--- config.mk ---
export PLATFORM = sky130hd
export DESIGN_NAME = covalent_structure_filter
export DESIGN_NICKNAME = d
export VERILOG_FILES = /design/src/rtl/csf_pkg.sv /design/src/rtl/covalent_structure_filter.sv /design/src/rtl/csf_fifo.sv /design/src/rtl/csf_front.sv /design/src/rtl/csf_back.sv
export SDC_FILE = /design/constraint.sdc
export NUM_CORES = 1
export LEC_CHECK = 0
export ABC_AREA = 1
export BUFFER_PORTS_ARGS = -buffer_cell sky130_fd_sc_hd__clkbuf_2
export CORE_MARGIN = 2
export CORE_UTILIZATION = 67
export DETAILED_ROUTE_END_ITERATION = 12
export MAX_ROUTING_LAYER = met4
export PLACE_DENSITY_LB_ADDON = 0.25
export SYNTH_ARGS = -nofsm -noshare
export SYNTH_HDL_FRONTEND = slang
export SYNTH_SLANG_ARGS = --single-unit
--- constraint.sdc ---
create_clock -name clk -period 9.1 [get_ports clk]
set_clock_uncertainty 0.2 [all_clocks]
set_input_delay 0.455 -clock clk [delete_from_list [all_inputs] [get_ports clk]]
set_output_delay 0.455 -clock clk [all_outputs]
set_load 0.03 [all_outputs]
--- src/rtl/csf_pkg.sv ---
// csf_pkg: shared types and constants for the covalent structure filter.
// Holds the configuration record, the entry flags passed front to back and
// the result word. No dependencies.
`timescale 1ns / 1ps
`default_nettype none

package csf_pkg;

    // Orbital field, configuration port widths and queue depth
    localparam int unsigned ORB_W       = 6;
    localparam int unsigned ORB_SPAN    = 64;
    localparam int unsigned CFG_DATA_W  = 16;
    localparam int unsigned CFG_INDEX_W = 2;
    localparam int unsigned QUEUE_DEPTH = 2;

    // Result status codes
    typedef enum logic [1:0] {
        STATUS_OK      = 2'd0,
        STATUS_INVALID = 2'd1,
        STATUS_EMPTY   = 2'd2
    } status_t;

    // Configuration register indexes
    typedef enum logic [CFG_INDEX_W-1:0] {
        REG_MODE   = 2'd0,
        REG_TOTAL  = 2'd1,
        REG_ACTIVE = 2'd2,
        REG_COUNT  = 2'd3
    } reg_index_t;

    typedef struct packed {
        logic        mode;
        logic [7:0]  total_electrons;
        logic [7:0]  active_electrons;
        logic [15:0] structure_count;
    } cfg_t;

    // Classification of one entry, made by the front end
    typedef struct packed {
        logic in_window;
        logic last_entry;
        logic invalid;
        logic covalent;
    } entry_flags_t;

    typedef struct packed {
        logic [15:0] structure_number;
        logic        keep;
        status_t     status;
        logic        final_res;
    } result_t;

endpackage : csf_pkg

`default_nettype wire

--- src/rtl/covalent_structure_filter.sv ---
// Covalent structure filter: one orbital word accepted per cycle while full is
// low, one result word per structure. A result is visible (empty low) after
// the back end pushes it into the result queue at its structure's last word.
// Throughput: one word per cycle, set by the combinational bitmap test in the
// back end; stalls only while the result queue is full at a structure end.
// Reset (rst_n, asynchronous): registers to defaults, queues empty, bitmap clear.
`timescale 1ns / 1ps
`default_nettype none

module covalent_structure_filter
    import csf_pkg::*;
#(
    parameter int unsigned MAX_ORBITALS = 64
) (
    input  wire logic                   clk,
    input  wire logic                   rst_n,
    input  wire logic                   push,
    output logic                        full,
    input  wire logic [ORB_W-1:0]       orbital,
    output logic                        empty,
    input  wire logic                   pop,
    output logic [15:0]                 structure_number,
    output logic                        keep,
    output logic [1:0]                  status,
    output logic                        final_res,
    input  wire logic                   cfg_wr_en,
    input  wire logic [CFG_INDEX_W-1:0] cfg_index,
    input  wire logic [CFG_DATA_W-1:0]  cfg_data
);

    localparam int unsigned IDX_W   = $clog2(MAX_ORBITALS);
    localparam int unsigned FLAGS_W = $bits(entry_flags_t);
    localparam int unsigned MID_W   = IDX_W + FLAGS_W;
    localparam int unsigned RES_W   = $bits(result_t);

    cfg_t             cfg_reg, cfg_next;
    logic             accept;
    logic [IDX_W-1:0] front_index;
    entry_flags_t     front_flags;
    logic [MID_W-1:0] mid_word;
    logic             mid_empty;
    logic             mid_pop;
    logic [IDX_W-1:0] back_index;
    entry_flags_t     back_flags;
    logic             out_full;
    logic             out_push;
    result_t          back_result;
    result_t          out_word;
    logic [RES_W-1:0] out_bits;

    // Configuration registers
    always_comb
    begin
        cfg_next = cfg_reg;
        if (cfg_wr_en)
        begin
            case (reg_index_t'(cfg_index))
                REG_MODE:   cfg_next.mode             = cfg_data[0];
                REG_TOTAL:  cfg_next.total_electrons  = cfg_data[7:0];
                REG_ACTIVE: cfg_next.active_electrons = cfg_data[7:0];
                REG_COUNT:  cfg_next.structure_count  = cfg_data[15:0];
                default:    cfg_next = cfg_reg;
            endcase
        end
    end

    always_ff @(posedge clk or negedge rst_n)
    begin
        if (!rst_n)
        begin
            cfg_reg.mode             <= 1'b0;
            cfg_reg.total_electrons  <= 8'd1;
            cfg_reg.active_electrons <= 8'd1;
            cfg_reg.structure_count  <= 16'd1;
        end
        else
        begin
            cfg_reg <= cfg_next;
        end
    end

    assign accept = push && !full;

    // Front end: position and window classification
    csf_front #(
        .MAX_ORBITALS(MAX_ORBITALS)
    ) u_front (
        .clk       (clk),
        .rst_n     (rst_n),
        .cfg       (cfg_reg),
        .accept    (accept),
        .orbital   (orbital),
        .bit_index (front_index),
        .flags     (front_flags)
    );

    // Queue between front and back
    csf_fifo #(
        .WIDTH(MID_W),
        .DEPTH(QUEUE_DEPTH)
    ) u_mid_queue (
        .clk      (clk),
        .rst_n    (rst_n),
        .push     (accept),
        .data_in  ({front_index, front_flags}),
        .full     (full),
        .pop      (mid_pop),
        .data_out (mid_word),
        .empty    (mid_empty)
    );

    assign back_index = mid_word[MID_W-1:FLAGS_W];
    assign back_flags = entry_flags_t'(mid_word[FLAGS_W-1:0]);

    // Back end: bitmap and result
    csf_back #(
        .MAX_ORBITALS(MAX_ORBITALS)
    ) u_back (
        .clk       (clk),
        .rst_n     (rst_n),
        .cfg       (cfg_reg),
        .q_valid   (!mid_empty),
        .bit_index (back_index),
        .flags     (back_flags),
        .q_pop     (mid_pop),
        .out_full  (out_full),
        .out_push  (out_push),
        .result    (back_result)
    );

    // Result queue
    csf_fifo #(
        .WIDTH(RES_W),
        .DEPTH(QUEUE_DEPTH)
    ) u_out_queue (
        .clk      (clk),
        .rst_n    (rst_n),
        .push     (out_push),
        .data_in  (back_result),
        .full     (out_full),
        .pop      (pop),
        .data_out (out_bits),
        .empty    (empty)
    );

    assign out_word         = result_t'(out_bits);
    assign structure_number = out_word.structure_number;
    assign keep             = out_word.keep;
    assign status           = out_word.status;
    assign final_res        = out_word.final_res;

endmodule : covalent_structure_filter

`default_nettype wire

--- src/rtl/csf_fifo.sv ---
// csf_fifo: small register queue with separate push/pop sides.
// Generic width and depth; no package dependency.
`timescale 1ns / 1ps
`default_nettype none

module csf_fifo #(
    parameter int unsigned WIDTH = 8,
    parameter int unsigned DEPTH = 2
) (
    input  wire logic             clk,
    input  wire logic             rst_n,
    input  wire logic             push,
    input  wire logic [WIDTH-1:0] data_in,
    output logic                  full,
    input  wire logic             pop,
    output logic [WIDTH-1:0]      data_out,
    output logic                  empty
);

    localparam int unsigned PTR_W = $clog2(DEPTH);
    localparam int unsigned CNT_W = $clog2(DEPTH + 1);

    logic [WIDTH-1:0] store_reg [DEPTH];
    logic [PTR_W-1:0] wr_ptr_reg, wr_ptr_next;
    logic [PTR_W-1:0] rd_ptr_reg, rd_ptr_next;
    logic [CNT_W-1:0] count_reg, count_next;
    logic             do_push;
    logic             do_pop;

    assign full     = (count_reg == CNT_W'(DEPTH));
    assign empty    = (count_reg == '0);
    assign do_push  = push && !full;
    assign do_pop   = pop && !empty;
    assign data_out = store_reg[rd_ptr_reg];

    // Pointer and occupancy update
    always_comb
    begin
        wr_ptr_next = wr_ptr_reg;
        rd_ptr_next = rd_ptr_reg;
        count_next  = count_reg;
        if (do_push)
        begin
            wr_ptr_next = (wr_ptr_reg == PTR_W'(DEPTH - 1)) ? '0 : wr_ptr_reg + 1'b1;
        end
        if (do_pop)
        begin
            rd_ptr_next = (rd_ptr_reg == PTR_W'(DEPTH - 1)) ? '0 : rd_ptr_reg + 1'b1;
        end
        if (do_push && !do_pop)
        begin
            count_next = count_reg + 1'b1;
        end
        else if (do_pop && !do_push)
        begin
            count_next = count_reg - 1'b1;
        end
    end

    always_ff @(posedge clk or negedge rst_n)
    begin
        if (!rst_n)
        begin
            wr_ptr_reg <= '0;
            rd_ptr_reg <= '0;
            count_reg  <= '0;
        end
        else
        begin
            wr_ptr_reg <= wr_ptr_next;
            rd_ptr_reg <= rd_ptr_next;
            count_reg  <= count_next;
        end
    end

    // Word storage, no reset needed
    always_ff @(posedge clk)
    begin
        if (do_push)
        begin
            store_reg[wr_ptr_reg] <= data_in;
        end
    end

endmodule : csf_fifo

`default_nettype wire

--- src/rtl/csf_front.sv ---
// csf_front: entry position tracking and window classification.
// Depends on csf_pkg for the configuration and entry flag types.
`timescale 1ns / 1ps
`default_nettype none

module csf_front
    import csf_pkg::*;
#(
    parameter int unsigned MAX_ORBITALS = 64,
    localparam int unsigned IDX_W = $clog2(MAX_ORBITALS)
) (
    input  wire logic             clk,
    input  wire logic             rst_n,
    input  wire cfg_t             cfg,
    input  wire logic             accept,
    input  wire logic [ORB_W-1:0] orbital,
    output logic [IDX_W-1:0]      bit_index,
    output entry_flags_t          flags
);

    logic [7:0]     entry_position_reg, entry_position_next;
    logic [8:0]     len;
    logic [8:0]     act;
    logic [8:0]     span;
    logic [8:0]     start;
    logic [8:0]     stop;
    logic [8:0]     pos;
    logic           counts_bad;
    logic           window_bad;
    logic [IDX_W-1:0] mod_table [ORB_SPAN];

    // Orbital index folded onto the bitmap width, fixed at elaboration
    for (genvar g = 0; g < ORB_SPAN; g++)
    begin : g_mod
        assign mod_table[g] = IDX_W'(g % MAX_ORBITALS);
    end

    assign bit_index = mod_table[orbital];

    // Window bounds from the current register values
    assign len        = (cfg.total_electrons == 8'd0) ? 9'd256 : {1'b0, cfg.total_electrons};
    assign act        = {1'b0, cfg.active_electrons};
    assign counts_bad = (cfg.total_electrons == 8'd0) || (cfg.active_electrons == 8'd0);
    assign window_bad = (act > len);
    assign span       = len - act;
    assign start      = window_bad ? 9'd0 : {span[8:1], 1'b0};
    assign stop       = start + act;
    assign pos        = {1'b0, entry_position_reg};

    // Classification of the entry on the input
    always_comb
    begin
        flags.in_window  = (pos >= start) && (pos < stop);
        flags.last_entry = ((pos + 9'd1) >= len);
        flags.covalent   = cfg.mode;
        flags.invalid    = counts_bad || (cfg.mode && window_bad);
    end

    // Entry position advances on every accepted word and returns to zero after the last entry
    always_comb
    begin
        entry_position_next = entry_position_reg;
        if (accept)
        begin
            entry_position_next = flags.last_entry ? 8'd0 : entry_position_reg + 8'd1;
        end
    end

    always_ff @(posedge clk or negedge rst_n)
    begin
        if (!rst_n)
        begin
            entry_position_reg <= '0;
        end
        else
        begin
            entry_position_reg <= entry_position_next;
        end
    end

endmodule : csf_front

`default_nettype wire

--- src/rtl/csf_back.sv ---
// csf_back: repeat detection on the seen bitmap and result formation.
// Depends on csf_pkg for configuration, entry flag and result types.
`timescale 1ns / 1ps
`default_nettype none

module csf_back
    import csf_pkg::*;
#(
    parameter int unsigned MAX_ORBITALS = 64,
    localparam int unsigned IDX_W = $clog2(MAX_ORBITALS)
) (
    input  wire logic             clk,
    input  wire logic             rst_n,
    input  wire cfg_t             cfg,
    input  wire logic             q_valid,
    input  wire logic [IDX_W-1:0] bit_index,
    input  wire entry_flags_t     flags,
    output logic                  q_pop,
    input  wire logic             out_full,
    output logic                  out_push,
    output result_t               result
);

    logic [MAX_ORBITALS-1:0] seen_reg, seen_next;
    logic [MAX_ORBITALS-1:0] seen_set;
    logic [15:0]             structure_counter_reg, structure_counter_next;
    logic                    repeat_found_reg, repeat_found_next;
    logic                    any_kept_reg, any_kept_next;
    logic                    fire;
    logic                    hit;
    logic                    repeat_now;
    logic                    keep_now;
    logic                    kept_any;
    logic                    last_struct;
    logic [16:0]             cnt;

    // A word moves unless it ends a structure and the result queue is full
    assign fire     = q_valid && !(flags.last_entry && out_full);
    assign q_pop    = fire;
    assign out_push = fire && flags.last_entry;

    // Bitmap test
    always_comb
    begin
        seen_set            = '0;
        seen_set[bit_index] = flags.in_window;
    end

    assign hit        = flags.in_window && seen_reg[bit_index];
    assign repeat_now = repeat_found_reg || hit;

    // Structure verdict
    assign cnt         = (cfg.structure_count == 16'd0) ? 17'h10000
                                                        : {1'b0, cfg.structure_count};
    assign last_struct = (({1'b0, structure_counter_reg} + 17'd1) >= cnt);
    assign keep_now    = !flags.invalid && (!flags.covalent || !repeat_now);
    assign kept_any    = any_kept_reg || keep_now;

    always_comb
    begin
        result.structure_number = structure_counter_reg;
        result.keep             = keep_now;
        result.final_res        = last_struct;
        if (flags.invalid)
        begin
            result.status = STATUS_INVALID;
        end
        else if (flags.covalent && last_struct && !kept_any)
        begin
            result.status = STATUS_EMPTY;
        end
        else
        begin
            result.status = STATUS_OK;
        end
    end

    // State update
    always_comb
    begin
        seen_next              = seen_reg;
        repeat_found_next      = repeat_found_reg;
        structure_counter_next = structure_counter_reg;
        any_kept_next          = any_kept_reg;
        if (fire)
        begin
            if (flags.last_entry)
            begin
                seen_next         = '0;
                repeat_found_next = 1'b0;
                if (last_struct)
                begin
                    structure_counter_next = '0;
                    any_kept_next          = 1'b0;
                end
                else
                begin
                    structure_counter_next = structure_counter_reg + 16'd1;
                    any_kept_next          = kept_any;
                end
            end
            else
            begin
                seen_next         = seen_reg | seen_set;
                repeat_found_next = repeat_now;
            end
        end
    end

    always_ff @(posedge clk or negedge rst_n)
    begin
        if (!rst_n)
        begin
            seen_reg              <= '0;
            repeat_found_reg      <= 1'b0;
            structure_counter_reg <= '0;
            any_kept_reg          <= 1'b0;
        end
        else
        begin
            seen_reg              <= seen_next;
            repeat_found_reg      <= repeat_found_next;
            structure_counter_reg <= structure_counter_next;
            any_kept_reg          <= any_kept_next;
        end
    end

`ifndef SYNTH
    // Stream end returns the structure counter to zero
    a_final_wraps: assert property (@(posedge clk) disable iff (!rst_n)
        out_push && result.final_res |=> structure_counter_reg == '0)
        else $error("structure counter not cleared after final structure");

    // Bitmap is clear at the start of every structure
    a_seen_cleared: assert property (@(posedge clk) disable iff (!rst_n)
        fire && flags.last_entry |=> seen_reg == '0 && !repeat_found_reg)
        else $error("seen bitmap not cleared at structure end");

    // Counter only moves at a structure end
    a_counter_holds: assert property (@(posedge clk) disable iff (!rst_n)
        !(fire && flags.last_entry) |=> $stable(structure_counter_reg))
        else $error("structure counter moved mid-structure");

    // A flagged structure is never kept
    a_status_no_keep: assert property (@(posedge clk) disable iff (!rst_n)
        out_push && result.status != STATUS_OK |-> !result.keep)
        else $error("structure kept with non-ok status");
`endif

endmodule : csf_back

`default_nettype wire

==> results of run 1 <==
synthesized netlist by cell type (4+ instances only):
master / number
a21oi_1: 112
buf_2: 10
clkbuf_1: 21
dfrtp_1: 128
edfxtp_1: 60
ha_1: 58
inv_1: 159
inv_2: 4
nand2_1: 301
nand2_2: 5
nand3_1: 62
nand4_1: 16
nor2_1: 83
nor3_1: 12
nor3_2: 9
nor4_1: 7
o21ai_0: 57
o22ai_1: 7
xnor2_1: 5
xor2_1: 27
layer usage:
| metal | track usage [%] | vias up |
|---|---|---|
| met1 | 41.2 | 3830 |
| li1 | - | 3960 |
| met3 | 4.18 | 30 |
| met5 | - | - |
| met2 | 46.2 | 279 |
| met4 | 8.92 | 0 |
how the worst max path moves through the flow:
| stage | start | slack (ns) | endpoint |
|---|---|---|---|
| global placement | cfg_reg[18] | 4.88 | u_mid_queue.store_reg[0][3] |
| detailed placement | cfg_reg[18] | 4.69 | u_mid_queue.store_reg[0][3] |
| CTS | cfg_reg[18] | 4.68 | u_mid_queue.store_reg[1][3] |
| finish | cfg_reg[18] | 4.61 | u_mid_queue.store_reg[1][3] |
| floorplan | cfg_reg[18] | 5.22 | u_mid_queue.store_reg[0][3] |
| global route | cfg_reg[18] | 4.07 | u_mid_queue.store_reg[0][3] |
final cells by class:
cell class | count | area share, %
clock buffers | 19 | 4.00
clock inverters | 13 | 1.10
inverters | 166 | 5.65
multi-input cells | 795 | 38.6
flip-flops and latches | 191 | 45.9
well taps | 184 | 2.08
repair buffers | 56 | 2.71
through the flow:
stage	cell area, µm²	hold slack, ns
2_1_floorplan	10100	-0.0406
3_3_place_gp	10500	0.270
3_5_place_dp	10500	0.278
4_1_cts	11100	0.00235
5_1_grt	11100	0.000268
6_report	11100	0.0109
report_power, final:
group,total (mW),internal [mW],switching [mW]
clock network,0.712,0.369,0.344
logic,1.65,0.500,1.15
registers,1.28,1.14,0.147
total,3.65,2.01,1.64
worst register-to-register path, cell delays in order, from the launching register on:
cell and delay [ns]:
dfrtp_1 0.43, inv_1 0.09, ha_1 0.34, a21oi_1 0.15, o21ai_0 0.15, nand2_1 0.09, o311ai_0 0.14, nand2_1 0.12
inv_1 0.05, nor2_1 0.14, nand2_1 0.21, nand2_1 0.12, inv_1 0.07, ha_1 0.21, fa_1 0.48, inv_1 0.05
ha_1 0.29, a21oi_1 0.15, nor2_1 0.05, nor2_1 0.08, nand3_1 0.09, a21oi_1 0.15, o21bai_1 0.08, a21oi_1 0.13
nor3_1 0.06, nor3_1 0.20
timing repair:
action                                 in CTS  in global routing
buffers inserted                            0                  0
hold buffers                                1                  0
endpoints found under the hold margin      47                  0
cells by family (layout without fill, tap and decap cells):
logic type | count (synthesis) | in the layout
muxes | 1 | 1
adders and majority gates | 60 | 60
AOI/OAI and AO/OA | 194 | 194
xor gates and xnor gates | 32 | 32
buffers and inverters | 199 | 254
and+or+nand+nor | 508 | 508
DFF | 191 | 191
==> impl_results.md, run 1 <==
* Status: complete, no violations
* Synth area leaders: dfrtp_1 (32%), edfxtp_1 (18%), nand2_1 (11%), ha_1 (7.2%), inv_1 (5.9%)
* Crit path max fanout at 8
* Sequential cell area at 5080 µm²
* Mux cell area share after synthesis at less than 1%
* Max reg flops at between 60 and 70
* Gate Count Post-Synth at ~1,200
* Die H at approximately 130 µm
* IO Port Bufs at 50
* Layout area overhead at 9.35%
* Yosys Warn Count at 0
* Max_cap viols at 0
* Met3 WL at ~1300 µm
* Top Metal Used: met4
* Final Net Count at 1,316
* Seq cells post-synth at around 190
* Ports at 51
* Starting density of the core at between 60% and 70%
* Commonest non-fill, non-tap cells in the layout: nand2_1 (301), inv_1 (159), dfrtp_1 (128)
* WL met2 at 10,400 µm
* Final setup viols at 0
* H-tree depth at 4
* Synth Cell Area at between 10,000 and 15,000 µm²
* Most common cell after layout, fill and taps aside: nand2_1
* Worst Tran Pin Value at about 1 ns
* CTS sink cnt at 191
* Initial antenna violation count at 0
* Worst path top cell family by delay: adder cells
* Area of the multi-input gates at between 4000 and 5000 µm²
* Tot GR Track Use at 29.7%
* CTS tree: yes
* Global route total overflow at 0
* Hold Path End: u_mid_queue.store_reg[1][9]
* Cell taking the most area after synthesis: dfrtp_1
* Maximum clock rate at between 200 and 250 MHz
* Hold path startpoint: orbital[5]
* Relative slew slack at about a third
* Adder-Cell Fraction of Synth Area at under 10%
* Share of cells above drive strength 1 at 9.60%
* Post-synth EDFFs at 60
* Routed Antenna Nets at 0
* Post-place setup slack at roughly 4.7 ns
* Main combinational cell family by area after synthesis: simple AND/OR/NAND/NOR gates
* Area share of the largest cell type after synthesis at approximately a third
* Minimum clock period at roughly 4.5 ns
* Slowest stage cell on the critical path: fa_1
* Crit path launch type: register
* Cell Pwr Density at about 330 nW/µm²
* Worst Setup End Kind: register
* Asr flop ratio synth at between 60% and 70%
* Reg2Reg Setup Slack at approximately 4.6 ns
* Post-CTS resize count at 0
* Post-route insts no fill at between 1,000 and 1,500
* M1 WL at around 10000 µm
* Area of the die at 16,100 µm²
* Post-Syn Nets at 1,274
* Final WS setup at approximately 4.6 ns
* Synth Area per Inst at 8.55 µm²
* Crit Path Class: register to register
* Synth Area in Compound Gates at about a tenth
* Horiz. Die Dim at roughly 130 µm
* Unique masters post-synth at between 40 and 50
* Crit path depth at 25
* RD Place Congestion at about 0.9
* Number of buffers created by CTS at 17
* Hpwl dp at between 15,000 and 20,000 µm
* VDD IR max at between 0.00015 and 0.0002 V
* First-pass GRT wire length at approximately 37,000 µm
* Max incr delay on CP at approximately 0.48 ns
* Number of global-route vias before repair at just under 8,000
* Via density at roughly 5.7
* Worst R2R Path Depth at 25
* Min-Delay Path Class: input port to register
* Static leakage at 5.44 nW
* Simple-gate share of the synthesized area at between 20% and 30%
* Worst r2r src: cfg_reg[18]
* Worst skew pair latency at 0.43 ns
* Initial DRC count at 738
* Buffers and inverters on the worst path at 4
* Worst-case clock buffer depth at 2
* Largest net degree at the start of global routing at between 80 and 90
* CTS clk-pin slew, worst paths at about 0.07 ns
* Hold depth at 1
* Layout fillers at between 1,000 and 1,500
* Post-layout total power at between 3 and 4 mW
* Ant diodes at 0
* WL per Instance at approximately 15 µm
* Final slew viol count at 0
* Worst EP arrival at 4.53 ns
* Final core utilization at 75.6%
* Setup TNS Final at 0 ns
* R2R Path End: u_mid_queue.store_reg[1][3]
* Post-synthesis xor/xnor area fraction at under 10%
* Final period util at about 49%
* Core area at 14,600 µm²
* Via count at just over 8,000
* Unrepaired setup endpoints after global routing: no
* Placed cells at 1,391
* Final Hold Viols at 0
* Row count at 44
* Dominant synthesized flop cell: dfrtp_1
* # DRC at 0
* Worst EP required at just over 9 ns
* Clock root buffer: clkbuf_16
* Drt pass-1 iters at 6
* Final wirelength at approximately 22,000 µm
* Sequential element share of the synthesized area at 50.2%
Note: power is estimated with default switching activity, not from simulation.
==> run 2, diff against run 1 <==
- CORE_UTILIZATION: 67 -> 62
- clock period: 9.1 -> 4.5 ns (I/O delays scaled with it)
==> run 2 against run 1 <==
Effect of this change:
- first-iteration DRC count shrank 5.0%
- wire length rose by 2.1%
- hold slack better by 0.0097 ns
- critical path type unchanged
- cell area up 3.6%
- cell count up 4.4%
- global-route usage decreased by 1.6 points
- combinational power up 110%
==> impl_results.md, run 2 (synthesis results as in run 1) <==
* Share of cells above drive strength 1 at 10.6% (+0.95 points)
* VDD IR max at 0.000420 V (+170%)
* Die H at 132 µm (+3.8%)
* Final setup viols at 0 (unchanged)
* Commonest non-fill, non-tap cells in the layout: nand2_1 (300), inv_1 (159), dfrtp_1 (127)
* Via density at 5.46 (-4.0%)
* P_sw at 3.34 mW (+100%)
* Drt pass-1 iters at 8 (+2)
* Initial antenna violation count at 0 (unchanged)
* Clock power share at 20.4% (+0.9 points)
* Crit Path Class: register to register
* CTS sink cnt at 191 (unchanged)
* Final Hold Viols at 0 (unchanged)
* Worst skew pair latency at 0.44 ns (about the same)
* Min-Delay Path Class: input port to register
* Crit path launch type: register
* WL per Instance at 15.1 µm (-2.1%)
* IO Port Bufs at 50 (unchanged)
* CTS tree: yes
* Hpwl dp at 15,600 µm (+0.28%)
* Row count at 46 (+4.5%)
* Horiz. Die Dim at 132 µm (+3.8%)
* Relative slew slack at 29.7% (-3.3 points)
* Worst Setup End Kind: register
* Final wirelength at 22,500 µm (+2.1%)
* Switching part of the total at 44.3% (-0.72 points)
* Sequential share of power at 34.5% (-0.7 points)
* Maximum clock rate at 240 MHz (+7.5%)
* Setup TNS Final at 0 ns (unchanged)
* Worst Tran Pin Value at 1.05 ns (+0.0497 ns)
* Tot GR Track Use at 28.0% (-1.6 points)
* Internal power at 4.20 mW (+110%)
* Minimum clock period at 4.17 ns (-0.315 ns)
* Number of global-route vias before repair at 7,918 (+2.8%)
* Largest net degree at the start of global routing at 65 (-21%)
* First-pass GRT wire length at 38,100 µm (+3.1%)
* Max reg flops at 64 (unchanged)
* Initial DRC count at 701 (-5.0%)
* Max_cap viols at 0 (unchanged)
* Ant diodes at 0 (unchanged)
* Routed Antenna Nets at 0 (unchanged)
* Status: complete, no violations
* Final period util at 92.7% (+43 points)
* Final slew viol count at 0 (unchanged)
* Ports at 51 (unchanged)
* H-tree depth at 4 (unchanged)
* Core area at 15,900 µm² (+8.9%)
* # DRC at 0 (unchanged)
* Static leakage at 5.60 nW (+3.0%)
* Post-layout total power at 7.54 mW (+110%)
* Layout area overhead at 13.3%
* CTS clk-pin slew, worst paths at 0.07 ns (about the same)
* Number of buffers created by CTS at 17 (unchanged)
* Most common cell after layout, fill and taps aside: nand2_1
* Combinational Power Share at 45.1% (-0.2 points)
* RD Place Congestion at 0.957 (+6.7%)
* Area of the die at 17,400 µm² (+7.8%)
* Via count at 8,110 (+0.14%)
* Cell Pwr Density at 657 nW/µm² (+99%)
* Crit path max fanout at 8 (unchanged)
* Worst-case clock buffer depth at 2 (unchanged)
* Worst EP required at 4.57 ns (-4.58 ns)
* Global route total overflow at 0 (unchanged)
* Worst EP arrival at 4.24 ns (-0.29 ns)
* Final Net Count at 1,346 (+2.3%)
* Starting density of the core at 63.5% (-5.6 points)
* Clock root buffer: clkbuf_16
run 2: power by group through the flow:
stage	logic [mW]	registers [mW]	clock network [mW]
after floorplan	2.57	2.51	0
after global placement	3.22	2.61	0
after detailed placement	3.30	2.63	0
after CTS	3.35	2.60	1.55
after global routing	3.84	2.66	1.62
final	3.40	2.60	1.54
run 2: critical path, stage by stage, from the launching register on:
cell	delay (ns)
dfrtp_2	0.41
inv_1	0.07
ha_1	0.34
a21oi_2	0.16
o21ai_2	0.08
nand2_1	0.07
o311ai_1	0.11
nand2_1	0.11
inv_1	0.05
nor2_2	0.11
nand2_2	0.12
nand2_1	0.08
inv_1	0.05
ha_1	0.20
fa_1	0.41
a21oi_1	0.16
o21bai_1	0.11
nand2_1	0.07
nand2_1	0.06
a21oi_1	0.16
xor2_1	0.18
ha_1	0.26
a21oi_1	0.19
nor3_2	0.07
nor3_2	0.18
run 2: layer usage:
layer | vias to the layer above | wire length, µm | track usage (%) | part of all wire [%]
met3 | 35 | 1200 | 3.65 | 5.4
met5 | - | 0 | - | 0
met1 | 3834 | 10200 | 38.1 | 45
met4 | 0 | 392 | 8.51 | 1.7
li1 | 4005 | - | - | -
met2 | 236 | 10700 | 44.6 | 48
run 2: through the flow:
stage | area, µm² | instances | setup slack, ns | hold slack, ns | utilization, %
2_1_floorplan | 10100 | 1185 | 0.623 | -0.271 | -
3_3_place_gp | 10600 | 1425 | 0.284 | 0.102 | 66.2
3_5_place_dp | 10600 | 1425 | 0.180 | 0.112 | 66.2
4_1_cts | 11400 | 1482 | 0.138 | 0.00653 | 71.5
5_1_grt | 11500 | 1486 | -0.0548 | 0.0578 | 72.0
6_report | 11500 | 1486 | 0.328 | 0.0206 | 72.0
run 2: final timing paths:
kind / from / endpoint / slack, ns / cells after the start
worst max-delay path: cfg_reg[18] / u_mid_queue.store_reg[1][3] / 0.33 / 24
worst min-delay path: cfg_index[1] / cfg_reg[32] / 0.02 / 4
worst max register to register: cfg_reg[18] / u_mid_queue.store_reg[1][3] / 0.33 / 24
worst min register to register: u_back.seen_reg[14] / u_back.seen_reg[14] / 0.30 / 2
max in group asynchronous: rst_n / u_back.seen_reg[14] / 2.88 / 3
min in group asynchronous: rst_n / u_back.structure_counter_reg[10] / 0.17 / 2
run 2: final cells by class:
cell class	count	area (µm²)
Clock buffer	17	425
Clock inverter	15	174
Fill cell	1264	4470
Inverter	166	626
Multi-Input combinational cell	795	4310
Sequential cell	191	5080
Tap cell	216	270
Timing Repair Buffer	86	586
run 2: timing repair:
action	in CTS	in global routing
endpoints found under the setup margin	0	10
gates resized for setup	0	12
hold buffers	25	0
buffers inserted	0	4
endpoints found under the hold margin	92	0
